==> config.mk <==
export PLATFORM = sky130hd
export DESIGN_NAME = three_channel_prescaled_down_timer
export DESIGN_NICKNAME = d
export VERILOG_FILES = /design/src/rtl/tpt_pkg.sv /design/src/rtl/tpt_ctrl.sv /design/src/rtl/tpt_dp.sv /design/src/rtl/three_channel_prescaled_down_timer.sv
export SDC_FILE = /design/constraint.sdc
export NUM_CORES = 1
export LEC_CHECK = 0
export ABC_CLOCK_PERIOD_IN_PS = 5300
export BUFFER_PORTS_ARGS = -buffer_cell sky130_fd_sc_hd__buf_2
export CAP_MARGIN = 5
export CELL_PAD_IN_SITES_DETAIL_PLACEMENT = 1
export CELL_PAD_IN_SITES_GLOBAL_PLACEMENT = 2
export CORE_ASPECT_RATIO = 1.5
export CORE_UTILIZATION = 37
export DETAILED_ROUTE_END_ITERATION = 8
export PLACE_DENSITY = 0.83
export REMOVE_ABC_BUFFERS = 1
export SLEW_MARGIN = 5
export SYNTH_ARGS = -nofsm -noshare
export SYNTH_HDL_FRONTEND = slang
export SYNTH_SLANG_ARGS = --single-unit
==> constraint.sdc <==
create_clock -name clk_i -period 5.3 [get_ports clk_i]
set_input_delay 1.06 -clock clk_i [delete_from_list [all_inputs] [get_ports clk_i]]
set_output_delay 1.06 -clock clk_i [all_outputs]
set_load 0.01 [all_outputs]
==> src/rtl/tpt_pkg.sv <==
// Package for the three channel prescaled down timer: widths, codes, types and the select decoder.
package tpt_pkg;

  localparam int NUM_CH    = 3;
  localparam int CYC_W     = 12;
  localparam int ACC_W     = CYC_W + 1;
  localparam int BIDX_W    = $clog2(ACC_W);
  localparam int CH_W      = (NUM_CH > 1) ? $clog2(NUM_CH) : 1;
  localparam int DATA_W    = 32;
  localparam int CTRL_W    = 16;
  localparam int BYTE_W    = 8;
  localparam int SEL_W     = 4;
  localparam int CMD_W     = 2;
  localparam int IRQ_W     = 3;
  localparam int SHIFT_W   = 4;
  localparam int MODE_W    = 3;

  localparam int S_TDATA_W = ((DATA_W + CYC_W + 7) / 8) * 8;
  localparam int S_TUSER_W = CMD_W + SEL_W;
  localparam int M_TDATA_W = ((DATA_W + IRQ_W + 7) / 8) * 8;

  localparam int FLAG_BIT  = 8;   // underflow flag in control word
  localparam int IE_BIT    = 5;   // underflow interrupt enable

  localparam logic [SHIFT_W-1:0] SHIFT_RST = SHIFT_W'(4);
  localparam logic [MODE_W-1:0]  MODE_MAX  = MODE_W'(4);
  localparam logic [SEL_W-1:0]   SEL_TOCR  = SEL_W'(0);
  localparam logic [SEL_W-1:0]   SEL_TSTR  = SEL_W'(1);
  localparam logic [ACC_W-1:0]   ACC_ONES  = {ACC_W{1'b1}};

  typedef enum logic [CMD_W-1:0] {
    CMD_TICK  = 2'd0,
    CMD_WRITE = 2'd1,
    CMD_READ  = 2'd2,
    CMD_NOP   = 2'd3
  } cmd_e;

  typedef enum logic [2:0] {
    KIND_TOCR,
    KIND_TSTR,
    KIND_CONST,
    KIND_COUNT,
    KIND_CTRL,
    KIND_NONE
  } reg_kind_e;

  typedef enum logic [2:0] {
    OP_IDLE,
    OP_LOAD,
    OP_ACCESS,
    OP_TICK,
    OP_EVAL,
    OP_DIV,
    OP_FIN,
    OP_OUT
  } op_e;

  typedef enum logic [2:0] {
    ST_IDLE,
    ST_ACCESS,
    ST_TICK,
    ST_EVAL,
    ST_DIV,
    ST_FIN,
    ST_DONE
  } state_e;

  typedef struct packed {
    reg_kind_e       kind;
    logic [CH_W-1:0] ch;
  } sel_dec_t;

  typedef struct packed {
    op_e               op;
    logic [CH_W-1:0]   ch;
    logic [BIDX_W-1:0] bidx;
  } dp_cmd_t;

  typedef struct packed {
    logic in_tick;   // item at the slave port is a tick
    logic started;   // current channel is running
    logic uflow;     // steps exceed counter
    logic need_div;  // leftover steps exceed reload value
  } dp_stat_t;

  // Register map: 0 TOCR, 1 TSTR, then constant, count, control per channel.
  function automatic sel_dec_t decode_sel(input logic [SEL_W-1:0] sel);
    sel_dec_t d;
    d.kind = KIND_NONE;
    d.ch   = '0;
    if (sel == SEL_TOCR) begin
      d.kind = KIND_TOCR;
    end else if (sel == SEL_TSTR) begin
      d.kind = KIND_TSTR;
    end else begin
      for (int c = 0; c < NUM_CH; c++) begin
        for (int k = 0; k < 3; k++) begin
          if ((2 + 3 * c + k) < (1 << SEL_W) && sel == SEL_W'(2 + 3 * c + k)) begin
            d.ch = CH_W'(c);
            if (k == 0) begin
              d.kind = KIND_CONST;
            end else if (k == 1) begin
              d.kind = KIND_COUNT;
            end else begin
              d.kind = KIND_CTRL;
            end
          end
        end
      end
    end
    return d;
  endfunction

endpackage

==> src/rtl/tpt_ctrl.sv <==
// Sequencer of the timer: item intake, channel walk, remainder iterations and result hand-off.
module tpt_ctrl
  import tpt_pkg::*;
(
  input  logic     clk_i,
  input  logic     rst_ni,
  input  logic     in_valid_i,
  output logic     in_ready_o,
  output logic     out_valid_o,
  input  logic     out_ready_i,
  input  dp_stat_t stat_i,
  output dp_cmd_t  cmd_o
);

  state_e            state_q, state_d;
  logic [CH_W-1:0]   ch_q, ch_d;
  logic [BIDX_W-1:0] bidx_q, bidx_d;
  logic              out_valid_q, out_valid_d;
  logic              last_ch;

  always_ff @(posedge clk_i or negedge rst_ni) begin
    if (!rst_ni) begin
      state_q     <= ST_IDLE;
      ch_q        <= '0;
      bidx_q      <= '0;
      out_valid_q <= 1'b0;
    end else begin
      state_q     <= state_d;
      ch_q        <= ch_d;
      bidx_q      <= bidx_d;
      out_valid_q <= out_valid_d;
    end
  end

  always_comb begin
    state_d     = state_q;
    ch_d        = ch_q;
    bidx_d      = bidx_q;
    in_ready_o  = 1'b0;
    cmd_o.op    = OP_IDLE;
    cmd_o.ch    = ch_q;
    cmd_o.bidx  = bidx_q;
    last_ch     = (ch_q == CH_W'(NUM_CH - 1));

    unique case (state_q)
      ST_IDLE: begin
        in_ready_o = 1'b1;
        if (in_valid_i) begin
          cmd_o.op = OP_LOAD;
          ch_d     = '0;
          state_d  = stat_i.in_tick ? ST_TICK : ST_ACCESS;
        end
      end
      ST_ACCESS: begin
        cmd_o.op = OP_ACCESS;
        state_d  = ST_DONE;
      end
      ST_TICK: begin
        cmd_o.op = OP_TICK;
        if (stat_i.started) begin
          state_d = ST_EVAL;
        end else if (last_ch) begin
          state_d = ST_DONE;
        end else begin
          ch_d    = ch_q + CH_W'(1);
          state_d = ST_TICK;
        end
      end
      ST_EVAL: begin
        cmd_o.op = OP_EVAL;
        if (stat_i.uflow && stat_i.need_div) begin
          bidx_d  = BIDX_W'(ACC_W - 1);
          state_d = ST_DIV;
        end else if (stat_i.uflow) begin
          state_d = ST_FIN;
        end else if (last_ch) begin
          state_d = ST_DONE;
        end else begin
          ch_d    = ch_q + CH_W'(1);
          state_d = ST_TICK;
        end
      end
      ST_DIV: begin
        cmd_o.op = OP_DIV;
        if (bidx_q == '0) begin
          state_d = ST_FIN;
        end else begin
          bidx_d = bidx_q - BIDX_W'(1);
        end
      end
      ST_FIN: begin
        cmd_o.op = OP_FIN;
        if (last_ch) begin
          state_d = ST_DONE;
        end else begin
          ch_d    = ch_q + CH_W'(1);
          state_d = ST_TICK;
        end
      end
      ST_DONE: begin
        if (!out_valid_q || out_ready_i) begin
          cmd_o.op = OP_OUT;
          state_d  = ST_IDLE;
        end
      end
      default: begin
        state_d = ST_IDLE;
      end
    endcase

    if (cmd_o.op == OP_OUT) begin
      out_valid_d = 1'b1;
    end else if (out_ready_i) begin
      out_valid_d = 1'b0;
    end else begin
      out_valid_d = out_valid_q;
    end
  end

  assign out_valid_o = out_valid_q;

endmodule

==> src/rtl/tpt_dp.sv <==
// Datapath of the timer: channel registers, prescaler, counter update, remainder unit, result register.
module tpt_dp
  import tpt_pkg::*;
(
  input  logic                 clk_i,
  input  logic                 rst_ni,
  input  logic [CMD_W-1:0]     in_cmd_i,
  input  logic [SEL_W-1:0]     in_sel_i,
  input  logic [DATA_W-1:0]    in_wdata_i,
  input  logic [CYC_W-1:0]     in_cycles_i,
  input  dp_cmd_t              cmd_i,
  output dp_stat_t             stat_o,
  output logic [DATA_W-1:0]    out_rdata_o,
  output logic [IRQ_W-1:0]     out_irq_o
);

  // Timer state
  logic [DATA_W-1:0]  count_q  [NUM_CH];
  logic [DATA_W-1:0]  reload_q [NUM_CH];
  logic [CTRL_W-1:0]  ctrl_q   [NUM_CH];
  logic [ACC_W-1:0]   acc_q    [NUM_CH];
  logic [SHIFT_W-1:0] shift_q  [NUM_CH];
  logic [MODE_W-1:0]  mode_q   [NUM_CH];
  logic [BYTE_W-1:0]  tstr_q;
  logic [BYTE_W-1:0]  tocr_q;

  // Item and work registers
  cmd_e               item_cmd_q;
  sel_dec_t           item_sel_q;
  logic [DATA_W-1:0]  wdata_q;
  logic [CYC_W-1:0]   cycles_q;
  logic [DATA_W-1:0]  rd_q;
  logic [ACC_W-1:0]   steps_q;
  logic [ACC_W-1:0]   rem_q;
  logic               use_rem_q;
  logic [DATA_W-1:0]  out_rdata_q;
  logic [IRQ_W-1:0]   out_irq_q;

  logic [CH_W-1:0]    idx;
  logic [ACC_W-1:0]   acc_new;
  logic [ACC_W-1:0]   acc_steps;
  logic [ACC_W-1:0]   acc_keep;
  logic [ACC_W-1:0]   diff;
  logic [ACC_W-1:0]   dvd;
  logic [ACC_W:0]     rem_sh;
  logic               rem_ge;
  logic [ACC_W-1:0]   rem_next;
  logic [ACC_W-1:0]   fin_steps;
  logic [MODE_W-1:0]  wr_mode;
  logic [IRQ_W-1:0]   irq;
  logic               is_wr;
  logic               is_rd;

  assign idx = (cmd_i.op == OP_ACCESS) ? item_sel_q.ch : cmd_i.ch;

  always_comb begin
    acc_new   = acc_q[idx] + ACC_W'(cycles_q);
    acc_steps = acc_new >> shift_q[idx];
    acc_keep  = acc_new & ~(ACC_ONES << shift_q[idx]);
    diff      = steps_q - count_q[idx][ACC_W-1:0];
    dvd       = steps_q - ACC_W'(1);
    rem_sh    = {rem_q, dvd[cmd_i.bidx]};
    rem_ge    = {{(DATA_W - ACC_W - 1){1'b0}}, rem_sh} >= reload_q[idx];
    rem_next  = rem_ge ? ACC_W'(rem_sh - reload_q[idx][ACC_W:0]) : rem_sh[ACC_W-1:0];
    fin_steps = use_rem_q ? (rem_q + ACC_W'(1)) : steps_q;
    wr_mode   = wdata_q[MODE_W-1:0];
    is_wr     = (item_cmd_q == CMD_WRITE);
    is_rd     = (item_cmd_q == CMD_READ);
    for (int c = 0; c < IRQ_W; c++) begin
      irq[c] = (c < NUM_CH) ? (ctrl_q[c][FLAG_BIT] & ctrl_q[c][IE_BIT]) : 1'b0;
    end
  end

  assign stat_o.in_tick  = (cmd_e'(in_cmd_i) == CMD_TICK);
  assign stat_o.started  = tstr_q[cmd_i.ch];
  assign stat_o.uflow    = {{(DATA_W - ACC_W){1'b0}}, steps_q} > count_q[idx];
  assign stat_o.need_div = (reload_q[idx] != '0) &&
                           ({{(DATA_W - ACC_W){1'b0}}, diff} > reload_q[idx]);

  // State registers
  always_ff @(posedge clk_i or negedge rst_ni) begin
    if (!rst_ni) begin
      for (int c = 0; c < NUM_CH; c++) begin
        count_q[c]  <= '1;
        reload_q[c] <= '1;
        ctrl_q[c]   <= '0;
        acc_q[c]    <= '0;
        shift_q[c]  <= SHIFT_RST;
        mode_q[c]   <= '0;
      end
      tstr_q <= '0;
      tocr_q <= '0;
    end else begin
      unique case (cmd_i.op)
        OP_ACCESS: begin
          if (is_wr) begin
            unique case (item_sel_q.kind)
              KIND_TOCR:  tocr_q        <= wdata_q[BYTE_W-1:0];
              KIND_TSTR:  tstr_q        <= wdata_q[BYTE_W-1:0];
              KIND_CONST: reload_q[idx] <= wdata_q;
              KIND_COUNT: count_q[idx]  <= wdata_q;
              KIND_CTRL: begin
                ctrl_q[idx] <= wdata_q[CTRL_W-1:0];
                if (wr_mode != mode_q[idx]) begin
                  mode_q[idx] <= wr_mode;
                  acc_q[idx]  <= '0;
                  if (wr_mode <= MODE_MAX) begin
                    shift_q[idx] <= SHIFT_W'({wr_mode, 1'b0}) + SHIFT_RST;
                  end
                end
              end
              default: ;
            endcase
          end
        end
        OP_TICK: begin
          if (tstr_q[idx]) begin
            acc_q[idx] <= acc_keep;
          end
        end
        OP_EVAL: begin
          if (stat_o.uflow) begin
            count_q[idx]          <= reload_q[idx];
            ctrl_q[idx][FLAG_BIT] <= 1'b1;
          end else begin
            count_q[idx] <= count_q[idx] - DATA_W'(steps_q);
          end
        end
        OP_FIN: begin
          count_q[idx] <= count_q[idx] - DATA_W'(fin_steps);
        end
        default: ;
      endcase
    end
  end

  // Item, work and result registers
  always_ff @(posedge clk_i) begin
    unique case (cmd_i.op)
      OP_LOAD: begin
        item_cmd_q <= cmd_e'(in_cmd_i);
        item_sel_q <= decode_sel(in_sel_i);
        wdata_q    <= in_wdata_i;
        cycles_q   <= in_cycles_i;
        rd_q       <= '0;
      end
      OP_ACCESS: begin
        if (is_rd) begin
          unique case (item_sel_q.kind)
            KIND_TOCR:  rd_q <= DATA_W'(tocr_q);
            KIND_TSTR:  rd_q <= DATA_W'(tstr_q);
            KIND_CONST: rd_q <= reload_q[idx];
            KIND_COUNT: rd_q <= count_q[idx];
            KIND_CTRL:  rd_q <= DATA_W'(ctrl_q[idx]);
            default:    rd_q <= '0;
          endcase
        end
      end
      OP_TICK: begin
        steps_q <= acc_steps;
      end
      OP_EVAL: begin
        use_rem_q <= 1'b0;
        rem_q     <= '0;
        if (stat_o.uflow) begin
          steps_q <= diff;
        end
      end
      OP_DIV: begin
        use_rem_q <= 1'b1;
        rem_q     <= rem_next;
      end
      OP_OUT: begin
        out_rdata_q <= rd_q;
        out_irq_q   <= irq;
      end
      default: ;
    endcase
  end

  assign out_rdata_o = out_rdata_q;
  assign out_irq_o   = out_irq_q;

endmodule

==> src/rtl/three_channel_prescaled_down_timer.sv <==
// Top level of the three channel prescaled down timer: stream ports around sequencer and datapath.
//
// Usage notes
// - Slave stream carries one item per transfer: tuser holds the command (tick, register
//   write, register read, no-op) and the register select; tdata holds write data and the
//   core cycle count of a tick.
// - Master stream returns exactly one result per item: the read data (zero unless a read
//   of a mapped register) and the three interrupt lines (underflow flag AND enable).
// - Items are worked one at a time by the sequencer. A register access passes its access
//   step and then loads its result; the next item is taken once the sequencer is idle again.
//   A tick walks the channels in turn: a stopped channel is passed over, a running one is
//   evaluated, an underflow adds a finishing step, and leftover steps above the reload value
//   first go through the 13-step remainder unit; then the result is loaded before the next item.
// - The result sits in an output register; the next item is accepted while it still
//   waits, and the sequencer only holds in its last step when a second result is ready
//   and the receiver stalls.
// - Reset (rst_ni low, asynchronous) sets counters and constants to all ones, control
//   words, prescalers, start and output control bits to zero, and every divider to 16.
module three_channel_prescaled_down_timer
  import tpt_pkg::*;
(
  input  logic                 clk_i,
  input  logic                 rst_ni,
  // Slave stream: items
  input  logic                 s_axis_tvalid_i,
  output logic                 s_axis_tready_o,
  input  logic [S_TDATA_W-1:0] s_axis_tdata_i,   // [31:0] wdata, [43:32] cycles, rest zero
  input  logic [S_TUSER_W-1:0] s_axis_tuser_i,   // [1:0] cmd, [5:2] reg_sel
  // Master stream: results
  output logic                 m_axis_tvalid_o,
  input  logic                 m_axis_tready_i,
  output logic [M_TDATA_W-1:0] m_axis_tdata_o    // [31:0] rdata, [34:32] irq_lines, rest zero
);

  dp_cmd_t           dp_cmd;
  dp_stat_t          dp_stat;
  logic [DATA_W-1:0] rdata;
  logic [IRQ_W-1:0]  irq_lines;

  tpt_ctrl u_ctrl (
    .clk_i       (clk_i),
    .rst_ni      (rst_ni),
    .in_valid_i  (s_axis_tvalid_i),
    .in_ready_o  (s_axis_tready_o),
    .out_valid_o (m_axis_tvalid_o),
    .out_ready_i (m_axis_tready_i),
    .stat_i      (dp_stat),
    .cmd_o       (dp_cmd)
  );

  tpt_dp u_dp (
    .clk_i       (clk_i),
    .rst_ni      (rst_ni),
    .in_cmd_i    (s_axis_tuser_i[CMD_W-1:0]),
    .in_sel_i    (s_axis_tuser_i[CMD_W+SEL_W-1:CMD_W]),
    .in_wdata_i  (s_axis_tdata_i[DATA_W-1:0]),
    .in_cycles_i (s_axis_tdata_i[DATA_W+CYC_W-1:DATA_W]),
    .cmd_i       (dp_cmd),
    .stat_o      (dp_stat),
    .out_rdata_o (rdata),
    .out_irq_o   (irq_lines)
  );

  // Pack result fields, zero pad to whole bytes
  assign m_axis_tdata_o = {{(M_TDATA_W - DATA_W - IRQ_W){1'b0}}, irq_lines, rdata};

endmodule
# Yosys cells after proc, flatten, opt, wreduce, memory -nomap -nowiden
# Cells that the tools add are included.
# op_classes
add_sub_neg	10
n_lt_le_gt_ge	9
eq_ne	46
shift	2
n_mux	102
bitwise_logic	9
reduce_logical	36
# op_table
op	count
96-bit bitwise mux	5
96-bit two-way mux	3
96-bit one-hot mux with 3 select lines	1
32-bit two-way mux	6
32-bit one-hot mux with 5 select lines	1
39-bit two-way mux	4
48-bit two-way mux	3
32-bit binary-select mux with 2-bit select	2
48-bit one-hot mux with 2 select lines	1
13-bit two-way mux	6
39-bit one-hot mux with 2 select lines	1
16-bit demux with 2-bit select	2
32-bit demux with 2-bit select	1
13-bit by 32-bit > comparator with 1-bit output	2
32-bit one-hot mux with 2 select lines	1
32-bit by 13-bit subtractor with 32-bit output	2
13-bit one-hot mux with 2 select lines	2
48-bit bitwise mux	1
16-bit two-way mux	3
48-bit OR	1
5-bit two-way mux	9
3-bit one-hot mux with 7 select lines	2
39-bit bitwise AND	1
39-bit bitwise mux	1
other kinds (68)	153
# totals
reg_bits	471
in_bits	58
out_inout_bits	42
word_cells	252

# Logic depth before layout (Yosys ltp)
# Gate-level depths: netlist (run 1).
# logic_depth
word_depth	17
depth_mapped	28

# Modules after synthesis
# From an unflattened synthesis (run 1), not the netlist that was laid out.
# unflattened
hier_cells	2810
area_unflattened_um2	27980.6
# modules_own_cells
mod	n_inst	cells_each	area_per_inst_um2
tpt_dp	1	2725	27228.6
tpt_ctrl	1	79	710.7
three_channel_prescaled_down_timer	1	6	41.3

# Worst setup path after synthesis (run 1)
# Ideal clock, no wire load.
# synth_path
kind	reg2reg
start	register u_ctrl.state_q[2]
end	register u_ctrl.bidx_q[0]
t_arrival_ns	5.575
required_ns	5.180
slack_ns	-0.395
stages_incl_launch_ff	29
path_buffers	6
synth_period_minus_slack_ns	5.695
cell_sequence	dfrtp_1 -> buf_2 -> or3b_4 -> buf_6 -> mux2i_2 -> buf_2 -> clkbuf_1 -> buf_2 -> buf_1 -> nand2_1 -> o21ai_0 -> ha_1 -> inv_1 -> ha_1 -> a41o_1 -> a22oi_1 -> o221ai_1 -> o31ai_1 -> nand2b_1 -> a21oi_1 -> xnor2_1 -> ha_1 -> nand4_1 -> inv_1 -> a221o_1 -> a21oi_1 -> nor4bb_1 -> nand2_1 -> a31o_2
# synth_via
elab_chain_len	14
word_cells_on_any_way	28
# synth_lines
element	line_no	rtl
start: declaration	tpt_ctrl.sv:15	state_e state_q, state_d;
start signal: assignment	tpt_ctrl.sv:28	state_q <= state_d;
3-bit equality test, or another cell as far along	tpt_ctrl.sv:45	unique case (state_q)
3-bit one-hot mux with 7 select lines	tpt_ctrl.sv:45	
3-bit by 2-bit equality test with 1-bit output	tpt_dp.sv:54	assign idx = (cmd_i.op == OP_ACCESS) ? item_sel_q.ch : cmd_i.ch;
2-bit two-way mux	tpt_dp.sv:54	
2-bit NOT with 3-bit output (not written as such)	n/a	
32-bit binary-select mux with 2-bit select	tpt_dp.sv:60, tpt_dp.sv:76	
32-bit two-way mux (not written as such) (2 in series)	tpt_dp.sv:60	diff = steps_q - count_q[idx][ACC_W-1:0];
13-bit subtractor	tpt_dp.sv:60	
13-bit by 32-bit > comparator with 1-bit output	tpt_dp.sv:78	({{(DATA_W - ACC_W){1'b0}}, diff} > reload_q[idx]);
1-bit logical AND	tpt_dp.sv:77	assign stat_o.need_div = (reload_q[idx] != '0) &&
1-bit logical AND	tpt_ctrl.sv:71	if (stat_i.uflow && stat_i.need_div) begin
2-bit by 1-bit != test with 1-bit output (no source line)	n/a	
3-bit AND reduction (no source line)	n/a	
end signal: assignment	tpt_ctrl.sv:30	bidx_q <= bidx_d;
end: declaration	tpt_ctrl.sv:17	logic [BIDX_W-1:0] bidx_q, bidx_d;
# Several ways; a longest one is shown, not always the timed one. The select of a mux whose other input is x is not followed.
# A chain may end at the register's enable or synchronous reset.

# Final worst setup path (run 1)
# layout_path
start	register u_ctrl.state_q[1]
end	register u_dp.count_q[31] in the netlist's numbering
# layout_via
elab_chain_len	13
word_cells_on_any_way	39
# layout_lines
element	line_no	rtl
3-bit equality test, or another cell as far along	tpt_ctrl.sv:45	
3-bit one-hot mux with 7 select lines *	tpt_ctrl.sv:45	
parallel branches: the longest is 11 deep, another holds 32-bit by 13-bit subtractor with 32-bit output	n/a	
end signal: indexed assignment	tpt_dp.sv:101	KIND_COUNT: count_q[idx] <= wdata_q;
end signal: indexed assignment	tpt_dp.sv:123	count_q[idx] <= reload_q[idx];
end signal: indexed assignment	tpt_dp.sv:126	count_q[idx] <= count_q[idx] - DATA_W'(steps_q);
end: declaration	tpt_dp.sv:18	logic [DATA_W-1:0] count_q [NUM_CH];
# Mark *: on every way between the ends. The select of a mux whose other input is x is not followed.

==> results of run 1 <==
-- per-layer routing --
layer | up-vias | wire (um) | GRT usage [%]
met1 | 11660 | 40010 | 31.68
met4 | 0 | 6265 | 15.16
met2 | 741 | 49240 | 46.15
met3 | 280 | 5294 | 3.908
met5 | - | 0 | 0
li1 | 10240 | - | -
-- cell families after synthesis --
| family | Yosys count | share of synthesized area (%) |
|---|---|---|
| compound gates | 734 | 17.14 |
| xor+xnor | 84 | 2.698 |
| fa+ha+maj | 79 | 3.699 |
| buf+inv | 252 | 3.740 |
| flops | 468 | 46.51 |
| mux | 320 | 12.90 |
| other cells | 1 | 0.01375 |
| simple gates | 789 | 13.31 |
-- power by group --
group	leakage, nW	internal [W]	switching [W]	total, W
Combinational	6.95	0.00478	0.00764	0.0124
Clock	0.812	0.00203	0.00159	0.00362
Sequential	5.15	0.00489	0.000642	0.00553
Total	12.9	0.0117	0.00988	0.0216
-- flip-flops by register name, indices dropped and copies added, names as in the netlist --
signal and cells:
u_dp.mode_q 9, u_dp.item_cmd_q 2, u_ctrl.out_valid_o 1, u_dp.tstr_q 8, u_dp.count_q 96, u_dp.ctrl_q 48, u_ctrl.state_q 3, u_dp.use_rem_q 1
u_dp.tocr_q 8, u_dp.steps_q 13, u_dp.rem_q 13, u_dp.out_irq_o 3, u_dp.cycles_q 12, u_dp.acc_q 39, u_dp.shift_q 9, u_ctrl.ch_q 2
u_dp.rd_q 32, u_dp.out_rdata_o 32, u_dp.reload_q 96, u_ctrl.bidx_q 4, u_dp.wdata_q 32, u_dp.item_sel_q 5
-- layout make-up --
cell class	instances	area [sq um]	share of cell area [%]
Multi-Input combinational cell	2011	13870	43.72
Sequential cell	468	12680	39.97
Timing Repair Buffer	267	1948	6.140
Clock buffer	69	1481	4.669
Tap cell	984	1231	3.880
Inverter	85	319.1	1.006
Clock inverter	26	193.9	0.6112
-- placed cells by master, fill, tap and decap left out, drive strengths merged, types with 26 or more instances in the layout --
cell type    n
a21oi      210
a31oi       34
buf        265
clkbuf      71
dfrtp      128
dfstp      195
edfxtp     145
ha          75
inv         88
mux2       211
mux2i      107
nand2      321
nand2b      26
nand3       35
nor2       204
nor3        51
o211ai      28
o21ai      226
o32a        29
xnor2       51
xor2        33
-- metrics by stage --
step | area [sq um] | hold WS, ns
after floorplan | 26580 | 0.4003
after global placement | 29720 | 0.4044
after detailed placement | 29720 | 0.4071
after CTS | 31430 | 0.3799
after global routing | 31730 | 0.4132
final | 31730 | 0.3890
-- critical path, cell delays in order, from the launching register on --
cell and delay, ns:
dfrtp_1 0.43, or3b_4 0.45, buf_12 0.17, mux2_4 0.34, buf_4 0.16, a221oi_4 0.35
inv_2 0.07, ha_1 0.30, buf_4 0.18, a21o_1 0.16, nand2_1 0.12, a311oi_1 0.16
o311ai_0 0.54, a21o_1 0.45, buf_4 0.24, a41oi_1 0.13, o31ai_1 0.33, o211ai_1 0.22
mux2_2 0.35
-- worst paths after layout --
path                            slack [ns]              start  cells after the start                   end
worst max-delay path                  0.06  u_ctrl.state_q[1]                     18      u_dp.count_q[31]
worst min-delay path                  0.39             rst_ni                      1        u_dp.acc_q[23]
worst max register to register        0.06  u_ctrl.state_q[1]                     18      u_dp.count_q[31]
worst min register to register        0.42      u_dp.rd_q[19]                      0  u_dp.out_rdata_o[19]
max in group asynchronous             3.68             rst_ni                      2       u_dp.ctrl_q[46]
min in group clk_i                    0.42      u_dp.rd_q[19]                      0  u_dp.out_rdata_o[19]
-- synthesized netlist by cell type, types with 29 or more instances --
cell type,n
ha_1,75
dfrtp_1,128
o32a_1,29
a21oi_1,210
nand2_1,321
xnor2_1,51
nand3_1,35
nor3_1,51
a31oi_1,34
mux2_2,209
xor2_1,33
buf_2,29
dfstp_2,195
clkbuf_1,107
edfxtp_1,145
nor2_1,204
inv_1,83
o21ai_0,215
mux2i_1,105
-- what timing repair did --
item,CTS,global route
setup endpoints to repair,8,128
buffers inserted,0,13
hold buffers,0,0
gates resized for setup,9,38
gates cloned,0,2
pin swaps,0,15
==> key figures, run 1 <==
Layout
  – Fillers: between 8000 and 9000
  – Ant diodes: 0
  – Area grow syn2layout: 16.37%
  – Final Util: 43.57%
  – Finished Layout Cells: between 3000 and 4000
  – Layout cells sized above 1: between 20 and 30%
  – Nets: approximately 3000

Placed design
  – Pre-CTS setup slack: -0.1251 ns
  – Post-DP HPWL: 71310 um
  – Dpl cells: 3800
  – Port Buffers: 90
  – RD Place Congestion: 0.9300

Global routing
  – Vias in the first global route: roughly 25000
  – First-pass GRT wire length: 151800 um
  – Total Routing Usage GR: between 20% and 30%
  – Initial antenna violation count: 0
  – Largest net degree at the start of global routing: roughly 110
  – Gr ovfl total: 0

Critical path
  – Startpoint types: flop
  – Critical path class: flop to flop
  – CP required: roughly 5.9 ns
  – Critical Path AT: around 5.8 ns
  – Crit. End Element: flop
  – Worst-path maximum fanout: 9

Hold path
  – Hold Crit Class: primary input to asynchronous set/reset pin

Floorplan
  – Starting Density: a little under two fifths
  – Die Wd: roughly 220 um
  – Die ar.: 74800 sq um
  – Die Ht: between 300 and 400 um
  – I/O pins: 100
  – Core Area: around 73000 sq um
  – Row cnt: 121

Pwr
  – Worst vdd ir: between 0.3 and 0.4 mV
  – P_leak: ~13 nW
  – Power Total: about 0.022 W
  – Power Density: 679.8 nW/um^2

Drt
  – Starting DRC count in detailed routing: ~1400
  – Post-route ant nets: 0
  – Drt wl/cell: 25.78 um
  – Drt first pass iters: 5
  – DR vias: 22920
  – Final WL: roughly 100000 um
  – Drt drc: 0
  – Vias per cell: approximately 5.9

Timing
  – Setup ws final: approximately 0.058 ns
  – Fin crit share: a little over nine tenths
  – Tightest Pin Transition: around 1.2 ns
  – Fmax: between 0.15 and 0.2 GHz
  – Final Setup Violations: 0
  – Slew HR: around 16%
  – Fin Setup TNS: 0 ns
  – Tmin final: ~5.2 ns
  – Slew Limit Fails: 0
  – Setup Skew: 0.01782 ns
  – Final Hold Fails: 0

Clock tree
  – CTS buffer count: 51
  – Worst-path clk slew: 0.06 ns
  – CTS root buffer: clkbuf_16
  – CTS H-tree depth: 2
  – Clk buf depth: 3
  – Clk_lat worst skew: 0.62 ns
  – Clock tree from TritonCTS: built
  – CTS sink count: approximately 470

Synth
  – Yosys warnings: 0
  – Register area share after synthesis: a little under half
  – Post-synth top area share: between 10% and 20%
  – Synth area leader: dfstp_2
  – Ranking of synthesized cells by area: dfstp_2, edfxtp_1, dfrtp_1
  – Most used DFF post-synth: dfstp_2
  – Avg Cell Area, Syn: 9.998 sq um
  – Syn Inst Count: approximately 2700
  – Count of cell types in the netlist: 97
  – Asr flop ratio synth: approximately 70%
  – Synthesized flop and latch total: 468
  – Mapped cell area: about 27000 sq um
  – EDFF count, synth: roughly 150

Run
  – Max Cap Viol: 0

Outcome
  – Status: completed
No activity file was read; power rests on OpenSTA's default activity.
==> run 2: changes to the inputs <==
--- a/config.mk
+++ b/config.mk
@@ -5,15 +5,16 @@
 export SDC_FILE = /design/constraint.sdc
 export NUM_CORES = 1
 export LEC_CHECK = 0
+export ABC_AREA = 1
 export ABC_CLOCK_PERIOD_IN_PS = 5300
 export BUFFER_PORTS_ARGS = -buffer_cell sky130_fd_sc_hd__buf_2
 export CAP_MARGIN = 5
 export CELL_PAD_IN_SITES_DETAIL_PLACEMENT = 1
 export CELL_PAD_IN_SITES_GLOBAL_PLACEMENT = 2
 export CORE_ASPECT_RATIO = 1.5
-export CORE_UTILIZATION = 37
+export CORE_UTILIZATION = 34
 export DETAILED_ROUTE_END_ITERATION = 8
-export PLACE_DENSITY = 0.83
+export PLACE_DENSITY = 0.84
 export REMOVE_ABC_BUFFERS = 1
 export SLEW_MARGIN = 5
 export SYNTH_ARGS = -nofsm -noshare
==> key figures, run 2 <==
Outcome
  – Status: completed

Run
  – Max Cap Viol: 0

Synth
  – Register area share after synthesis: ~44%
  – Yosys warnings: 0
  – Asr flop ratio synth: 69.02%
  – Synth area leader: dfstp_2
  – Count of cell types in the netlist: 66
  – Syn Inst Count: between 3000 and 4000
  – Post-synth top area share: 17.74%
  – Mapped cell area: 28880 sq um
  – Most frequent cell after synthesis: nand2_1
  – Ranking of synthesized cells by area: dfstp_2, edfxtp_1, nand2_1
  – Avg Cell Area, Syn: around 7.7 sq um
  – Synthesized flop and latch total: roughly 470
  – Commonest cells in the netlist: nand2_1, inv_1, o21ai_0
  – EDFF count, synth: about 150
  – Most used DFF post-synth: dfstp_2

Timing
  – Fmax: between 0.2 and 0.25 GHz
  – Slew Limit Fails: 0
  – Final Hold Fails: 0
  – Final Setup Violations: 0
  – Unrepaired setup endpoints after global routing: false
  – Tmin final: approximately 5.0 ns
  – Setup Skew: 0.02604 ns
  – Tightest Pin Transition: roughly 1.2 ns
  – Fin Setup TNS: 0 ns
  – Fin crit share: roughly 94%
  – Slew HR: roughly 21%

Floorplan
  – Die Wd: 240.0 um
  – Die ar.: 86130 sq um
  – Core Area: about 84000 sq um
  – Die Ht: around 360 um
  – Row cnt: 130
  – I/O pins: 100
  – Starting Density: approximately 34%

Clock tree
  – Clk buf depth: 3
  – Worst-path clk slew: roughly 0.070 ns
  – Clk_lat worst skew: 0.63 ns
  – CTS sink count: around 470
  – CTS root buffer: clkbuf_16
  – Clock tree from TritonCTS: built
  – CTS H-tree depth: 2
  – CTS buffer count: 50

Drt
  – DR vias: 27410
  – Drt wl/cell: 24.08 um
  – Drt first pass iters: 5
  – Post-route ant nets: 0
  – Drt drc: 0
  – Starting DRC count in detailed routing: between 1500 and 2000
  – Vias per cell: roughly 5.4
  – Final WL: 121500 um

Critical path
  – Critical Path AT: approximately 5.4 ns
  – Critical path class: flop to flop
  – Startpoint types: flop
  – Crit. End Element: flop
  – Cell Chain, Critical Path: inv_2 -> nand3_4 -> o21ai_4 -> buf_12 -> buf_4 -> o21ai_0 -> a21oi_1 -> ha_1 -> inv_1 -> fa_1 -> o21ai_0 -> a21oi_1 -> o21ai_0 -> xor2_1 -> inv_1 -> o21ai_0 -> nor2_1 -> a311oi_1 -> a21oi_1
  – CP required: approximately 5.7 ns
  – Slowest stage cell, crit path: a311oi_1
  – Slowest cell delay on critical path: around 0.48 ns
  – Worst-path maximum fanout: 25
  – Crit path top cell by count: o21ai_0

Placed design
  – Post-DP HPWL: ~90000 um
  – Port Buffers: 90
  – Dpl cells: a little under 5000
  – RD Place Congestion: 0.9395
  – Dpl cell area: approximately 31000 sq um

Layout
  – Nets: about 4000
  – Fillers: approximately 10000
  – Commonest cells after routing, fill and taps aside: nand2_1, inv_1, o21ai_0
  – Finished Layout Cells: roughly 5000
  – Area grow syn2layout: 14.48%
  – Final instance area: 33060 sq um
  – Ant diodes: 0
  – Largest regs: u_dp.count_q x96, u_dp.reload_q x96, u_dp.ctrl_q x48
  – Final Util: between 30 and 40%
  – Commonest non-fill, non-tap cell in the layout: nand2_1
  – Layout cells sized above 1: about 16%

Global routing
  – Gr ovfl total: 0
  – First-pass GRT wire length: about 180000 um
  – Vias in the first global route: about 29000
  – Largest net degree at the start of global routing: ~110
  – Total Routing Usage GR: between 20% and 30%
  – Initial antenna violation count: 2

Hold path
  – Hold Crit Class: flop to flop
==> run 2: area by class of cell <==
type | instances | area, sq um | area share [%]
Sequential cell | 468 | 12680 | 38.36
Tap cell | 1122 | 1404 | 4.246
Clock inverter | 29 | 331.6 | 1.003
Timing Repair Buffer | 244 | 1754 | 5.306
Multi-Input combinational cell | 2640 | 13700 | 41.43
Clock buffer | 65 | 1401 | 4.239
Inverter | 477 | 1792 | 5.420
==> run 2: cell families (layout without fill, tap and decap cells) <==
logic type	Yosys count	in the layout	share of synthesized area, %
flip-flops	468	468	43.91
AND/OR/NAND/NOR	1665	1665	24.45
other	1	5	0.01299
buffers and inverters	658	815	9.116
XOR/XNOR	68	68	2.062
AO/OA/AOI/OAI	824	824	16.99
adder cells (fa/ha/maj)	78	78	3.458
==> run 2: repair_timing <==
item | 4_1_cts | 5_1_grt
setup buffers | 0 | 6
gates resized for setup | 0 | 9
setup endpoints to repair | 0 | 21
hold buffers | 0 | 0
==> run 2: worst max-delay path, delay by kind of cell (launching register included) <==
kind	cells	cell delay [ns]
flops	1	0.44
compound gates	9	2.27
xor+xnor	1	0.22
buf+inv	5	0.93
simple gates	2	0.26
fa+ha+maj	2	0.60
==> run 2: worst paths after layout <==
path	endpoint	depth (start not counted)	slack, ns	from
hold / removal	u_dp.out_rdata_o[12]	0	0.42	u_dp.rd_q[12]
min in group asynchronous	u_dp.acc_q[20]	1	0.50	rst_ni
max in group asynchronous	u_dp.ctrl_q[15]	2	3.65	rst_ni
setup reg to reg	u_dp.steps_q[2]	19	0.31	u_ctrl.state_q[2]
setup / recovery	u_dp.steps_q[2]	19	0.31	u_ctrl.state_q[2]
hold reg to reg	u_dp.out_rdata_o[12]	0	0.42	u_dp.rd_q[12]
==> run 2: metrics by stage <==
step           hold WS [ns]  worst slack [ns]
2_1_floorplan        0.4003           -0.4455
3_3_place_gp         0.4014            0.3092
3_5_place_dp         0.4052            0.2443
4_1_cts              0.4185            0.2009
5_1_grt              0.4247           0.01024
6_report             0.4156            0.3075
==> run 2: per-layer routing <==
metal | vias to the layer above | track usage (%) | part of all wire (%)
met3 | 305 | 3.401 | 4.0
met4 | 0 | 16.69 | 6.4
li1 | 12750 | - | -
met2 | 686 | 49.89 | 50
met5 | - | 0 | 0
met1 | 13660 | 32.69 | 39
Power of run 2 is not shown: default switching activity piles up to over one toggle a cycle in this logic, so the estimate is an artifact.
==> run 3: changes to the inputs <==
--- a/config.mk
+++ b/config.mk
@@ -14,9 +14,10 @@
 export CORE_ASPECT_RATIO = 1.5
 export CORE_UTILIZATION = 34
 export DETAILED_ROUTE_END_ITERATION = 8
-export PLACE_DENSITY = 0.84
+export PLACE_DENSITY = 0.85
 export REMOVE_ABC_BUFFERS = 1
 export SLEW_MARGIN = 5
 export SYNTH_ARGS = -nofsm -noshare
 export SYNTH_HDL_FRONTEND = slang
+export SYNTH_HIERARCHICAL = 1
 export SYNTH_SLANG_ARGS = --single-unit
==> key figures, run 3 <==
Clock tree
  – Clk buf depth: 3
  – Clk_lat worst skew: approximately 0.67 ns
  – CTS H-tree depth: 2
  – CTS buffer count: 53
  – CTS sink count: about 470
  – CTS root buffer: clkbuf_16
  – Clock tree from TritonCTS: built
  – Worst-path clk slew: ~0.060 ns

Drt
  – Drt first pass iters: 7
  – Drt wl/cell: about 24 um
  – DR vias: 32150
  – Post-route ant nets: 0
  – Drt drc: 22
  – Starting DRC count in detailed routing: ~1800
  – Vias per cell: roughly 5.5
  – Final WL: roughly 140000 um

Synth
  – Count of cell types in the netlist: 62
  – Syn Inst Count: around 4200
  – Register area share after synthesis: between 40% and 50%
  – Synthesized flop and latch total: between 400 and 500
  – Mapped cell area: slightly above 30000 sq um
  – Synth area leader: dfstp_2
  – Most used DFF post-synth: dfstp_2
  – Most frequent cell after synthesis: nand2_1
  – EDFF count, synth: 145
  – Yosys warnings: 6
  – Avg Cell Area, Syn: around 7.3 sq um
  – Commonest cells in the netlist: nand2_1, inv_1, o21ai_0
  – Asr flop ratio synth: between 60% and 70%
  – Ranking of synthesized cells by area: dfstp_2, edfxtp_1, nand2_1
  – Post-synth top area share: between 15 and 20%

Timing
  – Setup Skew: about 0.038 ns
  – Slew HR: 21.99%
  – Setup ws final: between 0.02 and 0.03 ns
  – Fin crit share: ~100%
  – Final Hold Fails: 0
  – Unrepaired setup endpoints after global routing: true
  – Tightest Pin Transition: ~1.2 ns
  – Final Setup Violations: 0
  – Slew Limit Fails: 0
  – Tmin final: 5.275 ns
  – Fmax: 0.1896 GHz

Layout
  – Ant diodes: 0
  – Layout cells sized above 1: ~23%
  – Largest regs: u_dp/count_q x96, u_dp/reload_q x96, u_dp/ctrl_q x48
  – Finished Layout Cells: 5861
  – Area grow syn2layout: 26.06%
  – Fillers: around 11000
  – Commonest cells after routing, fill and taps aside: nand2_1, inv_1, buf_4
  – Multi-input logic area: about 16000 sq um
  – Commonest non-fill, non-tap cell in the layout: nand2_1
  – Final instance area: just under 40000 sq um
  – FF/Latch Area: between 10000 and 15000 sq um
  – Nets: about 4800
  – Final Util: ~43%

Floorplan
  – Core Area: approximately 89000 sq um
  – Die Ht: approximately 370 um
  – Starting Density: about a third
  – Die ar.: just over 90000 sq um
  – I/O pins: 100
  – Row cnt: 134
  – Die Wd: roughly 250 um

Global routing
  – Initial antenna violation count: 1
  – Gr ovfl total: 0
  – Vias in the first global route: between 30000 and 40000
  – Total Routing Usage GR: between 20% and 30%
  – First-pass GRT wire length: approximately 200000 um
  – Largest net degree at the start of global routing: between 90 and 100

Placed design
  – Port Buffers: 90
  – Pre-CTS setup slack: -1.198 ns
  – Dpl cells: approximately 5700
  – Post-DP HPWL: 100800 um
  – Dpl cell area: roughly 36000 sq um
  – RD Place Congestion: around 1

Hold path
  – Hold Crit Class: flop to flop

Critical path
  – Critical Path AT: about 5.8 ns
  – Critical path class: flop to flop
  – Crit. End Element: flop
  – Startpoint types: flop
  – Worst-path maximum fanout: 5
  – Slowest cell delay on critical path: between 0.4 and 0.5 ns
  – Slowest stage cell, crit path: dfrtp_2
  – CP required: between 5 and 6 ns
  – Crit path top cell by count: nand2_4

Outcome
  – Failing checks: design-rule violations
  – Status: finished, violations left

Run
  – Max Cap Viol: 0
## run 3: cell types whose count changed in the layout (fill, tap and decap cells not counted), sizes merged, moves of 26 or more
cell / change
buf: +374
nand2: +179
nand3: +125
o21ai: +125
a22o: -38
nor2: -37
inv: +36
a21oi: -33
o22ai: +26
## run 3: worst max-delay path, delay by kind of cell, from the launching register on
family                   cells  cell delay [ns]
AO/OA/AOI/OAI                6             1.01
adder cells (fa/ha/maj)      2             0.57
buffers and inverters        7             0.76
flip-flops                   1             0.44
AND/OR/NAND/NOR             20             2.35
## run 3: cells by family (layout without fill, tap and decap cells)
kind of cell / Yosys count / count (layout) / share of synthesized area (%)
multiplexers: 10 / 10 / 0.3673
XOR/XNOR: 72 / 72 / 2.057
buffers and inverters: 727 / 1233 / 9.418
AND/OR/NAND/NOR: 1942 / 1942 / 26.92
adder cells (fa/ha/maj): 78 / 78 / 3.256
other: 1 / 5 / 0.01223
flip-flops: 468 / 468 / 41.36
AO/OA/AOI/OAI: 897 / 897 / 16.61
## run 3: final timing paths
kind / start / endpoint / slack, ns / cells past startpoint
min: u_dp/rd_q[22] / u_dp/out_rdata_o[22] / 0.41 / 0
max reg2reg: u_ctrl/state_q[0] / u_ctrl/bidx_q[0] / 0.03 / 35
max in group asynchronous: rst_ni / u_dp/reload_q[7] / 3.87 / 2
max: u_ctrl/state_q[0] / u_ctrl/bidx_q[0] / 0.03 / 35
min in group asynchronous: rst_ni / u_dp/ctrl_q[47] / 0.44 / 1
min reg2reg: u_dp/rd_q[22] / u_dp/out_rdata_o[22] / 0.41 / 0
## run 3: layout make-up
cell class	instances	share of cell area, %
multi-input cells	3004	40.75
flip-flops and latches	468	32.81
repair buffers	622	12.80
inverters	511	5.017
well taps	1156	3.742
clock buffers	63	3.606
clock inverters	37	1.272
## run 3: repair_timing
action,4_1_cts,5_1_grt
setup buffers,23,19
setup endpoints to repair,81,136
pin swaps,32,48
gates resized for setup,82,100
hold buffers,0,0
gates cloned,0,5
endpoints found under the hold margin,0,0
## run 3: per-layer routing
| layer | wire length, um | share of wire (%) | vias up | global-route usage [%] |
|---|---|---|---|---|
| li1 | - | - | 14910 | - |
| met1 | 50840 | 37 | 15990 | 32.29 |
| met2 | 70750 | 51 | 863 | 53.78 |
| met3 | 4932 | 3.6 | 390 | 2.818 |
| met4 | 11650 | 8.4 | 0 | 21.63 |
| met5 | 0 | 0 | - | 0 |
## run 3: metrics by stage
step / setup TNS (ns) / hold slack (ns)
after CTS: -0.008451 / 0.4154
after floorplan: -867.70 / 0.4003
after detailed placement: -111.74 / 0.4059
final: 0 / 0.4118
after global routing: -1.302 / 0.4210
after global placement: -94.70 / 0.4019
Power of run 3 is left out for the same reason.
